**config.mk**
```make
export PLATFORM = sky130hd
export DESIGN_NAME = mmt_ctrl
export DESIGN_NICKNAME = d
export VERILOG_FILES = /design/src/rtl/mmt_pkg.sv /design/src/rtl/mmt_ctrl.sv
export SDC_FILE = /design/constraint.sdc
export NUM_CORES = 1
export LEC_CHECK = 0
export ABC_AREA = 1
export BUFFER_PORTS_ARGS = -buffer_cell sky130_fd_sc_hd__buf_2
export CORE_ASPECT_RATIO = 0.75
export CORE_UTILIZATION = 25
export CTS_BUF_LIST = sky130_fd_sc_hd__clkbuf_8
export DETAILED_ROUTE_END_ITERATION = 16
export GPL_ROUTABILITY_DRIVEN = 0
export GPL_TIMING_DRIVEN = 0
export MAX_ROUTING_LAYER = met4
export SYNTH_ARGS = -nofsm -noshare
export SYNTH_HDL_FRONTEND = slang
export SYNTH_SLANG_ARGS = --single-unit
```
**constraint.sdc**
```tcl
create_clock -name clk -period 2.2 [get_ports clk]
set_input_delay 0.22 -clock clk [delete_from_list [all_inputs] [get_ports clk]]
set_output_delay 0.22 -clock clk [all_outputs]
set_load 0.01 [all_outputs]
```
**src/rtl/mmt_pkg.sv**
```systemverilog
package mmt_pkg;

  localparam int VAL_W       = 32;
  localparam int DIM_W       = 4;
  localparam int IDX_W       = 3;
  localparam int ADDR_W      = 6;
  localparam int DEPTH       = 64;
  localparam int FUNC_W      = 2;
  localparam int CFG_IDX_W   = 3;
  localparam int CFG_DATA_W  = 4;
  localparam int MAX_DIM_DEF = 8;

  localparam logic [FUNC_W-1:0] FUNC_WR_A    = 2'd0;
  localparam logic [FUNC_W-1:0] FUNC_WR_B    = 2'd1;
  localparam logic [FUNC_W-1:0] FUNC_COMPUTE = 2'd2;

  localparam logic [CFG_IDX_W-1:0] CFG_A_ROWS = 3'd0;
  localparam logic [CFG_IDX_W-1:0] CFG_A_COLS = 3'd1;
  localparam logic [CFG_IDX_W-1:0] CFG_A_TR   = 3'd2;
  localparam logic [CFG_IDX_W-1:0] CFG_B_ROWS = 3'd3;
  localparam logic [CFG_IDX_W-1:0] CFG_B_COLS = 3'd4;
  localparam logic [CFG_IDX_W-1:0] CFG_B_TR   = 3'd5;

  localparam logic STATUS_OK      = 1'b0;
  localparam logic STATUS_DIM_ERR = 1'b1;

  typedef logic [FUNC_W-1:0]        func_t;
  typedef logic [DIM_W-1:0]         dim_t;
  typedef logic [IDX_W-1:0]         idx_t;
  typedef logic [ADDR_W-1:0]        addr_t;
  typedef logic signed [VAL_W-1:0]  val_t;

  typedef struct packed {
    dim_t a_rows;
    dim_t a_cols;
    logic a_tr;
    dim_t b_rows;
    dim_t b_cols;
    logic b_tr;
  } cfg_t;

  // clamped stored sizes plus the view sizes used by the walk
  typedef struct packed {
    dim_t ar;
    dim_t ac;
    dim_t br;
    dim_t bc;
    logic at;
    logic bt;
    dim_t vr_a;
    dim_t k_n;
    dim_t vc_b;
    logic mismatch;
  } dims_t;

  typedef struct packed {
    logic issue;
    logic first;
    logic lastk;
    logic final_elem;
    logic err;
    idx_t i;
    idx_t j;
    idx_t k;
  } cmd_t;

  typedef struct packed {
    logic out_busy;
    logic dot_done;
  } stat_t;

  function automatic dim_t clamp_dim(dim_t d, dim_t maxd);
    dim_t r;
    if (d == '0) begin
      r = dim_t'(1);
    end else if (d > maxd) begin
      r = maxd;
    end else begin
      r = d;
    end
    return r;
  endfunction

  function automatic dims_t view_dims(cfg_t c, dim_t maxd);
    dims_t d;
    dim_t  vr_b;
    d.ar   = clamp_dim(c.a_rows, maxd);
    d.ac   = clamp_dim(c.a_cols, maxd);
    d.br   = clamp_dim(c.b_rows, maxd);
    d.bc   = clamp_dim(c.b_cols, maxd);
    d.at   = c.a_tr;
    d.bt   = c.b_tr;
    d.vr_a = c.a_tr ? d.ac : d.ar;
    d.k_n  = c.a_tr ? d.ar : d.ac;
    d.vc_b = c.b_tr ? d.br : d.bc;
    vr_b   = c.b_tr ? d.bc : d.br;
    d.mismatch = (d.k_n != vr_b);
    return d;
  endfunction

endpackage

```
**src/rtl/mmt_ctrl.sv**
```systemverilog
module mmt_ctrl import mmt_pkg::*; (
  input  logic  clk,
  input  logic  rst_n,
  input  dims_t dims,
  input  logic  in_accept,
  input  func_t in_func,
  output logic  in_ready,
  output cmd_t  cmd,
  input  stat_t stat
);

  localparam logic [1:0] S_IDLE  = 2'd0;
  localparam logic [1:0] S_START = 2'd1;
  localparam logic [1:0] S_ISSUE = 2'd2;
  localparam logic [1:0] S_WAIT  = 2'd3;

  logic [1:0] state_r, state_nxt;
  idx_t       i_r, i_nxt;
  idx_t       j_r, j_nxt;
  idx_t       k_r, k_nxt;
  logic       lastk, last_i, last_j;

  assign lastk  = (DIM_W'(k_r) + dim_t'(1)) == dims.k_n;
  assign last_i = (DIM_W'(i_r) + dim_t'(1)) == dims.vr_a;
  assign last_j = (DIM_W'(j_r) + dim_t'(1)) == dims.vc_b;

  assign in_ready = (state_r == S_IDLE);

  always_comb begin
    state_nxt = state_r;
    i_nxt     = i_r;
    j_nxt     = j_r;
    k_nxt     = k_r;
    cmd            = '0;
    cmd.i          = i_r;
    cmd.j          = j_r;
    cmd.k          = k_r;
    cmd.first      = (k_r == '0);
    cmd.lastk      = lastk;
    cmd.final_elem = last_i && last_j;
    unique case (state_r)
      S_IDLE: begin
        if (in_accept && in_func == FUNC_COMPUTE) begin
          i_nxt     = '0;
          j_nxt     = '0;
          k_nxt     = '0;
          state_nxt = S_START;
        end
      end
      S_START: begin
        if (!stat.out_busy) begin
          if (dims.mismatch) begin
            cmd.err   = 1'b1;
            state_nxt = S_IDLE;
          end else begin
            state_nxt = S_ISSUE;
          end
        end
      end
      S_ISSUE: begin
        cmd.issue = 1'b1;
        if (lastk) begin
          k_nxt     = '0;
          state_nxt = S_WAIT;
        end else begin
          k_nxt = k_r + idx_t'(1);
        end
      end
      S_WAIT: begin
        if (stat.dot_done) begin
          if (last_i && last_j) begin
            state_nxt = S_IDLE;
          end else begin
            state_nxt = S_START;
            if (last_j) begin
              j_nxt = '0;
              i_nxt = i_r + idx_t'(1);
            end else begin
              j_nxt = j_r + idx_t'(1);
            end
          end
        end
      end
      default: state_nxt = S_IDLE;
    endcase
  end

  always_ff @(posedge clk) begin
    if (!rst_n) begin
      state_r <= S_IDLE;
      i_r     <= '0;
      j_r     <= '0;
      k_r     <= '0;
    end else begin
      state_r <= state_nxt;
      i_r     <= i_nxt;
      j_r     <= j_nxt;
      k_r     <= k_nxt;
    end
  end

endmodule

```
Yosys cells after proc, flatten, opt, wreduce, memory -nomap -nowiden
Cells that the tools add are included.
Widths: inputs -> output; s select.

storage, ports and cells
  input bits = 38
  word-level logic and storage cells = 55
  output and inout port bits = 15
  register bits after elaboration = 11

operators by class
  equality and inequality tests = 13
  mux-type cells = 22
  $add $sub $neg = 6
  reductions and logical operators = 10

operators by type and width
  cell                 count
  $mux 3               8
  $pmux 3 s2           3
  $add 3x1->4 const B  3
  $eq 4x4->1           3
  $mux 2               5
  $ne 2x2->1 const B   5
  $add 3x1->3 const B  3
  $pmux 2 s4           1
  $reduce_and 4->1     2
  $eq 2x2->1 const B   3
  $mux 1               5
  $reduce_and 5->1     1
  $reduce_bool 2->1    2
  $logic_not 3->1      1
  $eq 2x1->1 const B   1
  $logic_and 1x1->1    2
  $logic_not 2->1      1
  $ne 2x1->1 const B   1
  $reduce_and 2->1     1

Depth between registers and ports, before layout
  word-level depth = 6
  mapped depth = 12
  depth with buffers taken out = 12

Worst setup path after synthesis
No wires, ideal clock.

  path kind = flip-flop to output port
  start point = register k_r[0]
  end point = output port cmd[11] (netlist name)
  slack = 0.560 ns
  stages on the path, launching flop included = 9
  data required time = 1.980 ns
  buffers on the path = 1
  arrival time = 1.420 ns
  path through = dfxtp_1 > inv_1 > ha_1 > xnor2_1 > nand2_1 > nor2_1 > nand4_1 > inv_1 > buf_4

on the way
  word-level cells in the longest chain between the ends = 2

RTL lines
  item                      line            text
  start: declaration        mmt_ctrl.sv:20  idx_t k_r, k_nxt;
  start signal: assignment  mmt_ctrl.sv:98  k_r <= k_nxt;
  $add 3x1->4               mmt_ctrl.sv:23  assign lastk = (DIM_W'(k_r) + dim_t'(1)) == dims.k_n;
  $eq 4x4->1                mmt_ctrl.sv:23
  end: declaration          mmt_ctrl.sv:8   output cmd_t cmd,

Every way passes these cells.

Worst setup path in the final report
Same ends and word-level chain as after synthesis.

==> reports/results.txt <==
Sequential-to-total area share from yosys stat - 21.5%
Synth unique cells - 24
#FFs+latches synth - 11
Max FO, Critical Path - 5
First-pass GRT wire length - 3930 um
R2r endpoint - j_r[2]
Reg2reg start - i_r[0]
I/O pin cnt - 53
Number of setup buffers added after CTS - 0
Buf/Inv on CP - 4
Final Max Slew Viols - 0
PortBufs - 33
Placed Instance Area - 1250 um^2
Slowest-stage cell, CP - dfxtp_2
Share of cells above drive strength 1 - 24.8%
Status - finished clean
Crit Path Class - register to primary output
Die H - 57.4 um
Clock transition at path regs - 50 ps
Largest net degree at the start of global routing - 10
ANT nets after route - 0
Final period utilization - 91.4%
Hold slack final - 266 ps
Deepest clock path buffer count - 2
Complex-gate fraction of the synthesized area - 7.33%
Syn avg cell area - 5.92 um^2
DRC Markers - 0
Critical Path AT - 1790 ps
PD cells - 490 nW/um^2
Core area - 3780 um^2
Endpoints failing setup - 0
Setup repair after global routing missed its margin - false
Global Route met1 Usage - 18.2%
Least-Margin Pin Slew - 283 ps
Initial DRC Count - 48
Adder-Cell Fraction of Synth Area - 4.89%
Congestion Overflow GR - 0
Initial core utilization - 27.1%
Max transition margin - 81.1%
FP Rows - 19
Vias in the first global route - 886
CP Capture Type - primary output
Commonest non-fill, non-tap cells in the layout - nand2_1 (47), inv_1 (35), buf_2 (33)
Yosys warns - 0
Synth Cell Area - 1020 um^2
Crit path from - k_r[0]
CP required - 1980 ps
CP dominant cell by count - inv_1
Crit path depth - 9
Setup slack, reg-to-reg - 490 ps
CTS tree - built
Synthesized Nets - 215
CP peak stage delay - 370 ps
Worst r2r path cells - 9
Die Area - 4360 um^2
CP endpoint - cmd[11]
Clk_skew - 5.21 ps
Final WL - 2460 um
Mux cell area share after synthesis - 0%
Max frequency - 0.497 GHz
Global Route Usage Sum - 12.3%
Final Cell Area - 1300 um^2
Final core occ - 34.4%
Root Driver - clkbuf_8
CP top delay family - flip-flops
Max Cap Viol - 0
Period minus WS final - 2010 ps
Fin nets - 253
Clock latency on the worst-skew pair - 240 ps
CP Launch Type - register
Area growth syn-to-layout - 27.0%
Via/cell ratio - 4.31
Main combinational cell family by area after synthesis - simple AND/OR/NAND/NOR gates
1st-pass router iterations - 4
Fin. Hold Viols - 0
H-tree levels - 1
CTS Sinks - 11
Setup TNS - 0 ps
Crit path cell chain - inv_1, ha_1, xnor2_1, nand2_1, nor2_1, nand4_1, inv_1, buf_4, buf_2
Static leakage - 0.726 nW
Commonest non-fill, non-tap cell in the layout - nand2_1
GR Util met2 - 15.8%
Post-Synth Simple-Gate Area - 48.5%
Worst hold path class - input port to register
Worst VDD drop - 0.199 mV
Cts bufs inserted - 3
Cells after Synth - 173
Grt peak-use layer - met1
Diode count - 0
DP HPWL - 2000 um
WL per Instance - 9.39 um
Met3 usage - 3.71%
Post-synthesis xor/xnor area fraction - 2.57%
Vias - 1128
Antenna violations before repair - 0
Die X-Extent - 75.9 um
[cells by family after synthesis]
family / Yosys count
flip-flops: 11
AND/OR/NAND/NOR: 105
buffers and inverters: 38
adder cells (fa/ha/maj): 4
AO/OA/AOI/OAI: 12
XOR/XNOR: 3
[registers in the layout (all words and copies together), names as in the netlist, named ones only]
signal	count
i_r	3
j_r	3
k_r	3
state_r	1
[stage by stage]
step	worst slack (ps)	power, mW	instances
floorplan	560	0.376	173
global placement	356	0.435	258
detailed placement	352	0.438	258
CTS	94.3	0.646	262
global route	15.4	0.687	262
finish	189	0.637	262
[repair_timing]
action                     in CTS  in global routing
setup endpoints to repair       0                  1
gates resized for setup         0                  1
hold buffers                    0                  0
[worst register-to-register path: stages, from the launching register on]
cell and delay [ps]:
dfxtp_1 450, ha_1 320, inv_1 70, nand2_1 40, nand2_1 70, nand3_1 80, nor2_1 170, nand3_2 170
a21oi_1 160, nor2_1 60
[power by group]
group	total [mW]	switching [mW]	internal [mW]	leakage (nW)
Clock	0.203	0.0806	0.123	0.0269
Sequential	0.239	0.0243	0.214	0.0902
Combinational	0.195	0.114	0.0810	0.609
[worst min path at each step]
stage	end	cells after the start	slack [ps]	startpoint
floorplan	register	3	420	stat[1]
global placement	k_r[1]	2	520	k_r[1]
detailed placement	k_r[1]	2	510	k_r[1]
CTS	register	4	260	dims[0]
global route	j_r[1]	3	270	rst_n
finish	register	4	270	dims[0]
[layer usage]
layer	part of all wire, %	wire, um	up-vias
li1	-	-	615
met1	53	1310	479
met2	40	972	29
met3	6.1	150	5
met4	1.1	27	0
met5	0	0	-
[final cells by class]
type	count	area, um^2
fillers	411	2480
multi-input cells	124	648
flip-flops and latches	11	221
repair buffers	33	165
inverters	36	140
well taps	52	65.1
clock buffers	3	41.3
plain buffers	2	15.0
clock inverters	1	3.75
[synthesized netlist by cell type]
cell	count	area share [%]
inv_2	1	0.37
o21ai_4	1	1.6
nand2_1	47	17
nand3b_1	1	0.73
ha_1	4	4.9
or2_0	1	0.61
nand4_1	5	3.1
inv_1	34	12
nand3_4	1	1.7
a21oi_1	9	4.4
clkinv_4	1	0.86
o21ai_0	1	0.49
xnor2_1	2	1.7
nor2_1	20	7.3
nand3_1	21	10
xor2_1	1	0.86
nor4_1	1	0.61
buf_4	2	1.5
dfxtp_1	11	22
nand2_2	4	2.4
nor2_8	1	2.0
nor2_2	1	0.61
a21oi_2	1	0.86
nand3_2	2	2.0
(Power assumes the default switching activity.)
